<file path="config.mk">
export PLATFORM = sky130hd
export DESIGN_NAME = connect_string_key_value_parser
export DESIGN_NICKNAME = d
export VERILOG_FILES = /design/src/rtl/cskv_pkg.sv /design/src/rtl/cskv_fifo.sv /design/src/rtl/cskv_front.sv /design/src/rtl/cskv_back.sv /design/src/rtl/connect_string_key_value_parser.sv
export VERILOG_INCLUDE_DIRS = /design/src /design/src/rtl
export SDC_FILE = /design/constraint.sdc
export NUM_CORES = 1
export LEC_CHECK = 0
export ABC_AREA = 1
export BUFFER_PORTS_ARGS = -buffer_cell sky130_fd_sc_hd__buf_2
export CORE_UTILIZATION = 45
export DETAILED_ROUTE_END_ITERATION = 8
export PLACE_DENSITY = 0.61
export SLEW_MARGIN = 20
export SYNTH_ARGS = -nofsm -noshare
export SYNTH_HDL_FRONTEND = slang
export SYNTH_SLANG_ARGS = --single-unit
</file>
<file path="constraint.sdc">
create_clock -name aclk -period 4.66 [get_ports aclk]
set_input_delay 0.699 -clock aclk [delete_from_list [all_inputs] [get_ports aclk]]
set_output_delay 0.699 -clock aclk [all_outputs]
set_load 0.05 [all_outputs]
</file>
<file path="src/rtl/connect_string_key_value_parser_defines.svh">
// ---------------------------------------------------------------------------
// Connect string parser assertion macros
// Shared concurrent check forms, clocked and reset-qualified.
// ---------------------------------------------------------------------------
`ifndef CONNECT_STRING_KEY_VALUE_PARSER_DEFINES_SVH
`define CONNECT_STRING_KEY_VALUE_PARSER_DEFINES_SVH

// Same-cycle implication
`define CSKV_ASSERT_NOW(lbl, clk, rst_n, ante, cons, msg) \
    lbl: assert property (@(posedge clk) disable iff (!(rst_n)) (ante) |-> (cons)) \
        else $error(msg);

// Next-cycle implication
`define CSKV_ASSERT_NEXT(lbl, clk, rst_n, ante, cons, msg) \
    lbl: assert property (@(posedge clk) disable iff (!(rst_n)) (ante) |=> (cons)) \
        else $error(msg);

`endif

</file>
<file path="src/rtl/cskv_pkg.sv">
// ---------------------------------------------------------------------------
// Connect string parser package
// Shared types and constants for the front, queue and back stages.
// ---------------------------------------------------------------------------
package cskv_pkg;

    localparam int NUM_NAMES  = 7;
    localparam int FIFO_DEPTH = 4;
    localparam int FIFO_PTR_W = 2;
    localparam int FIFO_CNT_W = 3;

    // configuration register indexes
    localparam logic [2:0] REG_NAME_COUNT = 3'd0;

    // result kinds
    localparam logic [1:0] KIND_BYTE = 2'd0;
    localparam logic [1:0] KIND_DONE = 2'd1;
    localparam logic [1:0] KIND_END  = 2'd2;

    // characters
    localparam logic [7:0] CH_NUL   = 8'h00;
    localparam logic [7:0] CH_SPACE = 8'h20;
    localparam logic [7:0] CH_SEMI  = 8'h3B;
    localparam logic [7:0] CH_EQ    = 8'h3D;
    localparam logic [7:0] CH_QUOTE = 8'h27;
    localparam logic [7:0] CH_UP_A  = 8'h41;
    localparam logic [7:0] CH_UP_Z  = 8'h5A;
    localparam logic [7:0] CASE_OFS = 8'h20;

    // queue operation: what the back stage must emit
    typedef enum logic [1:0] {
        OP_BYTE     = 2'd0,  // one value byte
        OP_DONE     = 2'd1,  // value complete
        OP_END      = 2'd2,  // end of string
        OP_DONE_END = 2'd3   // value complete, then end of string
    } op_t;

    typedef struct packed {
        op_t        op;
        logic [2:0] field;
        logic [7:0] data;
    } entry_t;

    typedef struct packed {
        logic                  full;
        logic                  empty;
        logic [FIFO_CNT_W-1:0] count;
    } fifo_stat_t;

endpackage

</file>
<file path="src/rtl/cskv_fifo.sv">
// ---------------------------------------------------------------------------
// Connect string parser operation queue
// Small register queue decoupling the parse front from the output back.
// ---------------------------------------------------------------------------
module cskv_fifo (
    input  logic                 clk,
    input  logic                 rst_n,
    input  logic                 push,
    input  cskv_pkg::entry_t     push_entry,
    input  logic                 pop,
    output cskv_pkg::entry_t     head,
    output cskv_pkg::fifo_stat_t stat
);

    cskv_pkg::entry_t mem_reg [cskv_pkg::FIFO_DEPTH];
    logic [cskv_pkg::FIFO_PTR_W-1:0] wr_ptr_reg, wr_ptr_next;
    logic [cskv_pkg::FIFO_PTR_W-1:0] rd_ptr_reg, rd_ptr_next;
    logic [cskv_pkg::FIFO_CNT_W-1:0] count_reg, count_next;
    logic do_push, do_pop;

    assign stat.full  = (count_reg == cskv_pkg::FIFO_CNT_W'(cskv_pkg::FIFO_DEPTH));
    assign stat.empty = (count_reg == '0);
    assign stat.count = count_reg;
    assign head       = mem_reg[rd_ptr_reg];

    assign do_push = push && !stat.full;
    assign do_pop  = pop && !stat.empty;

    always_comb begin
        wr_ptr_next = wr_ptr_reg + (do_push ? 1'b1 : 1'b0);
        rd_ptr_next = rd_ptr_reg + (do_pop ? 1'b1 : 1'b0);
        count_next  = count_reg;
        if (do_push && !do_pop) begin
            count_next = count_reg + 1'b1;
        end else if (!do_push && do_pop) begin
            count_next = count_reg - 1'b1;
        end
    end

    always_ff @(posedge clk) begin
        if (!rst_n) begin
            wr_ptr_reg <= '0;
            rd_ptr_reg <= '0;
            count_reg  <= '0;
        end else begin
            wr_ptr_reg <= wr_ptr_next;
            rd_ptr_reg <= rd_ptr_next;
            count_reg  <= count_next;
        end
    end

    always_ff @(posedge clk) begin
        if (do_push) begin
            mem_reg[wr_ptr_reg] <= push_entry;
        end
    end

endmodule

</file>
<file path="src/rtl/cskv_front.sv">
// ---------------------------------------------------------------------------
// Connect string parser front
// Per-byte scan state, key capture, name match and value classification.
// ---------------------------------------------------------------------------
module cskv_front #(
    parameter int NAME_SLOTS = 7,
    parameter int NAME_CHARS = 8,
    parameter int VALUE_MAX  = 1023
) (
    input  logic             clk,
    input  logic             rst_n,
    input  logic             step,
    input  logic [7:0]       in_byte,
    input  logic             cfg_we,
    input  logic [2:0]       cfg_idx,
    input  logic [63:0]      cfg_wdata,
    output logic             push,
    output cskv_pkg::entry_t push_entry
);

    localparam int KLEN_W = $clog2(NAME_CHARS + 1);
    localparam int VLEN_W = $clog2(VALUE_MAX + 1);

    typedef enum logic [1:0] {
        M_KEY    = 2'd0,
        M_SKIP   = 2'd1,
        M_PLAIN  = 2'd2,
        M_QUOTED = 2'd3
    } mode_t;

    mode_t                              mode_reg, mode_next;
    logic                               qp_reg, qp_next;
    logic [63:0]                        key_reg, key_next;
    logic [KLEN_W-1:0]                  klen_reg, klen_next;
    logic [VLEN_W-1:0]                  vlen_reg, vlen_next;
    logic [2:0]                         cur_reg, cur_next;
    logic                               matched_reg, matched_next;
    logic [cskv_pkg::NUM_NAMES-1:0]     taken_reg, taken_next;
    logic [2:0]                         name_count_reg;
    logic [63:0]                        names_reg [cskv_pkg::NUM_NAMES];

    logic [2:0]                         lim;
    logic [cskv_pkg::NUM_NAMES-1:0]     hit;
    logic                               any_hit;
    logic [2:0]                         hit_idx;
    logic [7:0]                         low_c;
    logic                               emitting;

    // name compare against the live key, lowest index wins
    always_comb begin
        lim = (name_count_reg > 3'(NAME_SLOTS)) ? 3'(NAME_SLOTS) : name_count_reg;
        any_hit = 1'b0;
        hit_idx = '0;
        for (int i = 0; i < cskv_pkg::NUM_NAMES; i++) begin
            hit[i] = (3'(i) < lim) && (names_reg[i] == key_reg);
        end
        for (int i = cskv_pkg::NUM_NAMES - 1; i >= 0; i--) begin
            if (hit[i]) begin
                any_hit = 1'b1;
                hit_idx = 3'(i);
            end
        end
    end

    assign low_c = ((in_byte >= cskv_pkg::CH_UP_A) && (in_byte <= cskv_pkg::CH_UP_Z)) ?
                   in_byte + cskv_pkg::CASE_OFS : in_byte;
    assign emitting = matched_reg && !taken_reg[cur_reg];

    always_comb begin
        logic do_vb;
        logic do_app;
        logic is_blank;
        do_vb    = 1'b0;
        do_app   = 1'b0;
        is_blank = (in_byte <= cskv_pkg::CH_SPACE);

        mode_next    = mode_reg;
        qp_next      = qp_reg;
        key_next     = key_reg;
        klen_next    = klen_reg;
        vlen_next    = vlen_reg;
        cur_next     = cur_reg;
        matched_next = matched_reg;
        taken_next   = taken_reg;
        push         = 1'b0;
        push_entry.op    = cskv_pkg::OP_BYTE;
        push_entry.field = cur_reg;
        push_entry.data  = in_byte;

        if (mode_reg == M_KEY) begin
            if (in_byte == cskv_pkg::CH_NUL) begin
                push          = 1'b1;
                push_entry.op = cskv_pkg::OP_END;
                push_entry.field = '0;
                push_entry.data  = '0;
                key_next     = '0;
                klen_next    = '0;
                vlen_next    = '0;
                cur_next     = '0;
                matched_next = 1'b0;
                taken_next   = '0;
                qp_next      = 1'b0;
            end else if (is_blank) begin
                // skipped
            end else if (in_byte == cskv_pkg::CH_SEMI) begin
                key_next  = '0;
                klen_next = '0;
            end else if (in_byte == cskv_pkg::CH_EQ) begin
                matched_next = any_hit;
                cur_next     = hit_idx;
                key_next     = '0;
                klen_next    = '0;
                mode_next    = M_SKIP;
            end else if (klen_reg < KLEN_W'(NAME_CHARS)) begin
                for (int j = 0; j < NAME_CHARS; j++) begin
                    if (klen_reg == KLEN_W'(j)) begin
                        key_next[8*j +: 8] = low_c;
                    end
                end
                klen_next = klen_reg + 1'b1;
            end
        end else begin
            if (mode_reg == M_SKIP) begin
                if (is_blank && (in_byte != cskv_pkg::CH_NUL)) begin
                    do_vb = 1'b0;
                end else begin
                    mode_next = M_PLAIN;
                    do_vb     = 1'b1;
                end
            end else if (qp_reg) begin
                qp_next = 1'b0;
                if (in_byte == cskv_pkg::CH_QUOTE) begin
                    do_app = 1'b1;   // doubled quote: literal
                end else begin
                    mode_next = (mode_reg == M_PLAIN) ? M_QUOTED : M_PLAIN;
                    do_vb     = 1'b1;
                end
            end else begin
                do_vb = 1'b1;
            end

            if (do_vb) begin
                if (in_byte == cskv_pkg::CH_NUL) begin
                    mode_next = M_PLAIN;
                end
                if ((mode_next == M_PLAIN) && (is_blank || (in_byte == cskv_pkg::CH_SEMI))) begin
                    // value ends
                    vlen_next = '0;
                    mode_next = M_KEY;
                    if (emitting) begin
                        push          = 1'b1;
                        push_entry.op = cskv_pkg::OP_DONE;
                        push_entry.data = '0;
                        taken_next[cur_reg] = 1'b1;
                    end
                    if (in_byte == cskv_pkg::CH_NUL) begin
                        push = 1'b1;
                        if (emitting) begin
                            push_entry.op = cskv_pkg::OP_DONE_END;
                        end else begin
                            push_entry.op    = cskv_pkg::OP_END;
                            push_entry.field = '0;
                            push_entry.data  = '0;
                        end
                        qp_next      = 1'b0;
                        key_next     = '0;
                        klen_next    = '0;
                        cur_next     = '0;
                        matched_next = 1'b0;
                        taken_next   = '0;
                    end
                end else if (in_byte == cskv_pkg::CH_QUOTE) begin
                    qp_next = 1'b1;
                end else begin
                    do_app = 1'b1;
                end
            end

            if (do_app && (vlen_reg < VLEN_W'(VALUE_MAX))) begin
                vlen_next = vlen_reg + 1'b1;
                if (emitting) begin
                    push          = 1'b1;
                    push_entry.op = cskv_pkg::OP_BYTE;
                end
            end
        end

        if (!step) begin
            push = 1'b0;
        end
    end

    always_ff @(posedge clk) begin
        if (!rst_n) begin
            mode_reg       <= M_KEY;
            qp_reg         <= 1'b0;
            key_reg        <= '0;
            klen_reg       <= '0;
            vlen_reg       <= '0;
            cur_reg        <= '0;
            matched_reg    <= 1'b0;
            taken_reg      <= '0;
            name_count_reg <= '0;
            for (int i = 0; i < cskv_pkg::NUM_NAMES; i++) begin
                names_reg[i] <= '0;
            end
        end else begin
            if (step) begin
                mode_reg    <= mode_next;
                qp_reg      <= qp_next;
                key_reg     <= key_next;
                klen_reg    <= klen_next;
                vlen_reg    <= vlen_next;
                cur_reg     <= cur_next;
                matched_reg <= matched_next;
                taken_reg   <= taken_next;
            end
            if (cfg_we) begin
                if (cfg_idx == cskv_pkg::REG_NAME_COUNT) begin
                    name_count_reg <= cfg_wdata[2:0];
                end else begin
                    names_reg[cfg_idx - 3'd1] <= cfg_wdata;
                end
            end
        end
    end

endmodule

</file>
<file path="src/rtl/cskv_back.sv">
// ---------------------------------------------------------------------------
// Connect string parser back
// Expands queued operations into result words behind an output register.
// ---------------------------------------------------------------------------
module cskv_back (
    input  logic                 clk,
    input  logic                 rst_n,
    input  cskv_pkg::entry_t     head,
    input  cskv_pkg::fifo_stat_t stat,
    output logic                 pop,
    output logic                 m_tvalid,
    input  logic                 m_tready,
    output logic [15:0]          m_tdata,
    output logic [1:0]           m_tuser,
    output logic                 m_tlast
);

    logic       valid_reg, valid_next;
    logic [1:0] kind_reg, kind_next;
    logic [2:0] field_reg, field_next;
    logic [7:0] byte_reg, byte_next;
    logic       last_reg, last_next;
    logic       pend_end_reg, pend_end_next;
    logic       load;

    assign load = !valid_reg || m_tready;

    always_comb begin
        valid_next    = valid_reg;
        kind_next     = kind_reg;
        field_next    = field_reg;
        byte_next     = byte_reg;
        last_next     = last_reg;
        pend_end_next = pend_end_reg;
        pop           = 1'b0;
        if (load) begin
            if (pend_end_reg) begin
                // second word of a done+end pair
                valid_next    = 1'b1;
                kind_next     = cskv_pkg::KIND_END;
                field_next    = '0;
                byte_next     = '0;
                last_next     = 1'b1;
                pend_end_next = 1'b0;
            end else if (!stat.empty) begin
                pop        = 1'b1;
                valid_next = 1'b1;
                field_next = head.field;
                byte_next  = '0;
                last_next  = 1'b0;
                case (head.op)
                    cskv_pkg::OP_BYTE: begin
                        kind_next = cskv_pkg::KIND_BYTE;
                        byte_next = head.data;
                    end
                    cskv_pkg::OP_DONE: begin
                        kind_next = cskv_pkg::KIND_DONE;
                    end
                    cskv_pkg::OP_END: begin
                        kind_next  = cskv_pkg::KIND_END;
                        field_next = '0;
                        last_next  = 1'b1;
                    end
                    cskv_pkg::OP_DONE_END: begin
                        kind_next     = cskv_pkg::KIND_DONE;
                        pend_end_next = 1'b1;
                    end
                    default: begin
                        kind_next = cskv_pkg::KIND_BYTE;
                    end
                endcase
            end else begin
                valid_next = 1'b0;
            end
        end
    end

    always_ff @(posedge clk) begin
        if (!rst_n) begin
            valid_reg    <= 1'b0;
            pend_end_reg <= 1'b0;
        end else begin
            valid_reg    <= valid_next;
            pend_end_reg <= pend_end_next;
        end
    end

    always_ff @(posedge clk) begin
        kind_reg  <= kind_next;
        field_reg <= field_next;
        byte_reg  <= byte_next;
        last_reg  <= last_next;
    end

    assign m_tvalid = valid_reg;
    assign m_tuser  = kind_reg;
    assign m_tlast  = last_reg;
    assign m_tdata  = {5'b0, byte_reg, field_reg};

endmodule

</file>
<file path="src/rtl/connect_string_key_value_parser.sv">
// Path: a byte's queue word is registered in the queue, then in the output register.
// Throughput: one byte per cycle while the queue has room; a string terminator
//   that also closes a matched value yields two words, which the single output
//   port takes singly, so the four-entry queue fills only under that or back-pressure.
// Reset: aresetn synchronous, active low; clears scan state, name registers
//   and the queue. No clearing pass.
// ---------------------------------------------------------------------------
// Connect string key/value parser
// Streams connect string bytes, matches keys against configured names and
// emits the bytes of matching values plus completion and end markers.
// ---------------------------------------------------------------------------
`include "connect_string_key_value_parser_defines.svh"

module connect_string_key_value_parser #(
    parameter int NAME_SLOTS = 7,     // names compared, 1..7
    parameter int NAME_CHARS = 8,     // key characters kept, 1..8
    parameter int VALUE_MAX  = 1023   // value bytes kept, 1..1023
) (
    input  logic        aclk,
    input  logic        aresetn,
    // input byte stream
    input  logic        s_tvalid,
    output logic        s_tready,
    input  logic [7:0]  s_tdata,     // [7:0] in_byte
    // result stream
    output logic        m_tvalid,
    input  logic        m_tready,
    output logic [15:0] m_tdata,     // [2:0] field_index, [10:3] value_byte, rest zero
    output logic [1:0]  m_tuser,     // [1:0] kind
    output logic        m_tlast,     // last
    // configuration writes
    input  logic        cfg_valid,
    output logic        cfg_ready,
    input  logic [2:0]  cfg_index,   // 0 name_count, 1..7 name_0..name_6
    input  logic [63:0] cfg_data
);

    logic                 step;
    logic                 front_push;
    cskv_pkg::entry_t     front_entry;
    cskv_pkg::entry_t     q_head;
    cskv_pkg::fifo_stat_t q_stat;
    logic                 q_pop;

    // The front produces at most one queue word per byte, so room in the
    // queue is all it needs to take a byte.
    assign s_tready  = !q_stat.full;
    assign step      = s_tvalid && s_tready;
    assign cfg_ready = 1'b1;

    // Front: scan state machine, key capture and the parallel name compare.
    cskv_front #(
        .NAME_SLOTS (NAME_SLOTS),
        .NAME_CHARS (NAME_CHARS),
        .VALUE_MAX  (VALUE_MAX)
    ) u_front (
        .clk        (aclk),
        .rst_n      (aresetn),
        .step       (step),
        .in_byte    (s_tdata),
        .cfg_we     (cfg_valid),
        .cfg_idx    (cfg_index),
        .cfg_wdata  (cfg_data),
        .push       (front_push),
        .push_entry (front_entry)
    );

    // Queue between front and back.
    cskv_fifo u_fifo (
        .clk        (aclk),
        .rst_n      (aresetn),
        .push       (front_push),
        .push_entry (front_entry),
        .pop        (q_pop),
        .head       (q_head),
        .stat       (q_stat)
    );

    // Back: turns queue words into result words on the output register.
    cskv_back u_back (
        .clk      (aclk),
        .rst_n    (aresetn),
        .head     (q_head),
        .stat     (q_stat),
        .pop      (q_pop),
        .m_tvalid (m_tvalid),
        .m_tready (m_tready),
        .m_tdata  (m_tdata),
        .m_tuser  (m_tuser),
        .m_tlast  (m_tlast)
    );

    // Checks
    `CSKV_ASSERT_NOW(a_q_bound, aclk, aresetn, 1'b1, q_stat.count <= 3'(cskv_pkg::FIFO_DEPTH), "queue count beyond depth")
    `CSKV_ASSERT_NOW(a_last_end, aclk, aresetn, m_tvalid && m_tlast, (m_tuser == cskv_pkg::KIND_END) && (m_tdata == 16'd0), "tlast on a word that is not end of string")
    `CSKV_ASSERT_NEXT(a_push_room, aclk, aresetn, q_stat.full && !q_pop, !s_tready, "byte taken while queue full")

endmodule

</file>
==> results_dict.tcl <==
set metrics [dict create \
    grt_pass1_wl_um 187000 \
    setup_viol 0 \
    cts_max_level 3 \
    hp-start "s_tdata[7]" \
    power_density_mw_per_mm2 429 \
    cp.required_ps 5180 \
    worst_pin_slew_ps 1070 \
    critical_path.max_fanout 8 \
    cts_made_buffers 72 \
    start_kind "flip-flop" \
    leakagePower_nw 14.5 \
    cts_resized 0 \
    grt_util_met3_pct 5.73 \
    period_minus_slack_ps 3360 \
    cts.sinks 617 \
    synth_cells 3873 \
    drive_above_1_share_pct 8.40 \
    largest_register_ffs 448 \
    drtIter0Drc 3374 \
    hold_path_class "input pin to flip-flop" \
    antenna_found_initial 1 \
    synthTopCellsByArea "edfxtp_1 42%, dfxtp_1 10%, nor2_1 9.5%" \
    wire_per_inst_um 27.9 \
    holdPathEnd "u_fifo.mem_reg[1][7]" \
    syn2layout_area_growth_pct 11.8 \
    grt_pass1_vias 25200 \
    finalInstanceArea_mm2 0.0358 \
    synth-simple-area-share_pct 25.7 \
    r2r-end "u_front.cur_reg[2]" \
    die_w_um 269 \
    hold_viol 0 \
    yosysSeqAreaShare_pct 52.6 \
    io_buffers 95 \
    place_congestion 1.04 \
    irDropWorstVdd_v 0.000476 \
    ys_async_sr_fraction_pct 0 \
    fmax_mhz 298 \
    final_common_cell "nor2_1" \
    fin_skew_ps 18.5 \
    synth_cell_type_count 51 \
    fp.dieH_um 269 \
    power_mw 15.4 \
    drc 0 \
    synth_edf_count 449 \
    io_pins 102 \
    finalSetupTns_ps 0 \
    r2r_setup_slack_ps 1300 \
    arrival_ps 3880 \
    status "finished, final reports clean" \
    dpl.cell_count 4781 \
    reg2reg_from "u_front.key_reg[31]" \
    yosys_warnings 0 \
    layout.cells.non_filler 4914 \
    crit_path_end_kind "flip-flop" \
    drv_cap 0 \
    met1_usage_pct 51.0 \
    place_area_mm2 0.0334 \
    synth_compound_area_share_pct 6.50 \
    fin_util_pct 51.0 \
    synth_xor_area_share_pct 7.40 \
    syn-mean-instance-area_um2 8.28 \
    initial_utilization_pct 45.6 \
    synth_top_family_by_area "simple AND/OR/NAND/NOR gates" \
    synth-seq-cells 617 \
    fp-row-count 97 \
    post-cts-setup-buffer-count 0 \
    rsz0062_at_grt "false" \
    r2r_cells 13 \
    clk_path_buf_depth 3 \
    wl_um 137000 \
    synth_fa_ha_area_share_pct 0.531 \
    busiest_layer "met2" \
    synthMuxAreaShare_pct 0 \
    cts_root_buf "clkbuf_16" \
    crit_type "flip-flop to flip-flop" \
    drtAntennaViolNets 0 \
    diodes 0 \
    yosysTopAreaCell "edfxtp_1" \
    cts_hold_buf 0 \
    drtPass1Iterations 6 \
    core_area_mm2 0.0703 \
    holdPathStages 1 \
    nFillCells 6910 \
    grt_overflow 0 \
    synth_top_area_share_pct 42.1 \
    via_per_inst 5.57 \
    clock_latency_ps 640 \
    relSlewSlack_pct 28.7 \
    finalCritPeriodShare_pct 72.0 \
    synth_ff_type "edfxtp_1" \
    die_area_mm2 0.0723 \
    cts_tree "done" \
    slew_viol_final 0 \
    dpl.hpwl_um 108000 \
    grt_use_total_pct 37.7 \
    grtUsageMet2_pct 57.9 \
    netlist_area_mm2 0.0321 \
    cts.clk_slew.worst_paths_ps 60 \
    final_net_count 4008 \
    grt_start_max_net_pins 65 \
    route.vias.total 27400 \
    layout_common_cells "811 x nor2_1, 786 x nand2_1, 449 x edfxtp_1" \
]
==> how the worst max path moves through the flow <==
stage	slack, ps	startpoint	cells past startpoint	to
floorplan	760	cfg_index[0]	12	u_front.names_reg[4][0]
global route	1210	u_front.mode_reg[0]	24	u_fifo.count_reg[2]
finish	1300	u_front.key_reg[31]	13	u_front.cur_reg[2]
detailed placement	960	s_tdata[3]	24	u_fifo.count_reg[2]
global placement	920	s_tdata[3]	24	u_fifo.count_reg[2]
CTS	1560	u_front.mode_reg[0]	24	u_fifo.count_reg[2]
==> critical path, cell delays in order, from the launching register on <==
cell and delay (ps):
dfxtp_1 920, inv_1 520, nand2_1 220, nand4_1 110
nor2_1 170, nand3_1 220, nor2_1 160, nand2_1 70
nor2_1 440, nor2_1 120, nand3_1 90, nand2_1 60
nand2_1 80, nor2_1 40
==> logic make-up (layout without fill, tap and decap cells) <==
group / Yosys count / after routing
compound gates: 390 / 390
xor+xnor: 271 / 271
fa+ha+maj: 13 / 13
buf+inv: 600 / 697
flops: 617 / 617
other cells: 2 / 6
simple gates: 1980 / 1980
==> synth_stat cells (3+ instances only) <==
| cell type | instances |
|---|---|
| nand2_4 | 3 |
| inv_1 | 423 |
| o21ai_1 | 3 |
| clkbuf_1 | 122 |
| nor3b_1 | 8 |
| o21ai_0 | 146 |
| or2_2 | 51 |
| dfxtp_1 | 168 |
| nand3_1 | 111 |
| and3_1 | 5 |
| a21oi_1 | 185 |
| buf_1 | 13 |
| nand2_1 | 795 |
| nand3b_1 | 22 |
| nor2_2 | 4 |
| ha_1 | 12 |
| a21oi_2 | 3 |
| inv_2 | 8 |
| edfxtp_1 | 449 |
| o22ai_1 | 14 |
| nand4_1 | 79 |
| nor3_1 | 51 |
| o21a_1 | 34 |
| nor2b_1 | 9 |
| nor2_1 | 814 |
| and2_1 | 4 |
| nand2_2 | 9 |
| xnor2_1 | 171 |
| buf_2 | 22 |
| xor2_1 | 100 |
| buf_4 | 7 |
==> per-stage QoR <==
stage / setup slack (ps) / hold slack (ps)
final: 1300 / 344
after global routing: 1210 / 344
after CTS: 1560 / 333
after detailed placement: 961 / 446
after global placement: 921 / 440
after floorplan: 756 / 430
==> layer usage <==
layer,share of wire (%),wire [um]
met5,0.010,14
met4,6.3,8580
met3,8.7,12000
met2,44,60500
met1,41,56100
==> where the power goes <==
group          internal, mW  switching, mW
Sequential             6.36          0.376
Clock                  3.53           2.41
Combinational         0.691           2.00
==> final cells by class <==
cell class / count / area (um2) / area share [%]
timing repair buffer: 130 / 766 / 2.14
clock inverter: 26 / 322 / 0.898
inverter: 434 / 1630 / 4.56
multi-input combinational: 2660 / 13000 / 36.2
tap: 940 / 1180 / 3.28
sequential: 617 / 16800 / 47.0
clock buffer: 107 / 2110 / 5.89
(Power assumes the default switching activity.)
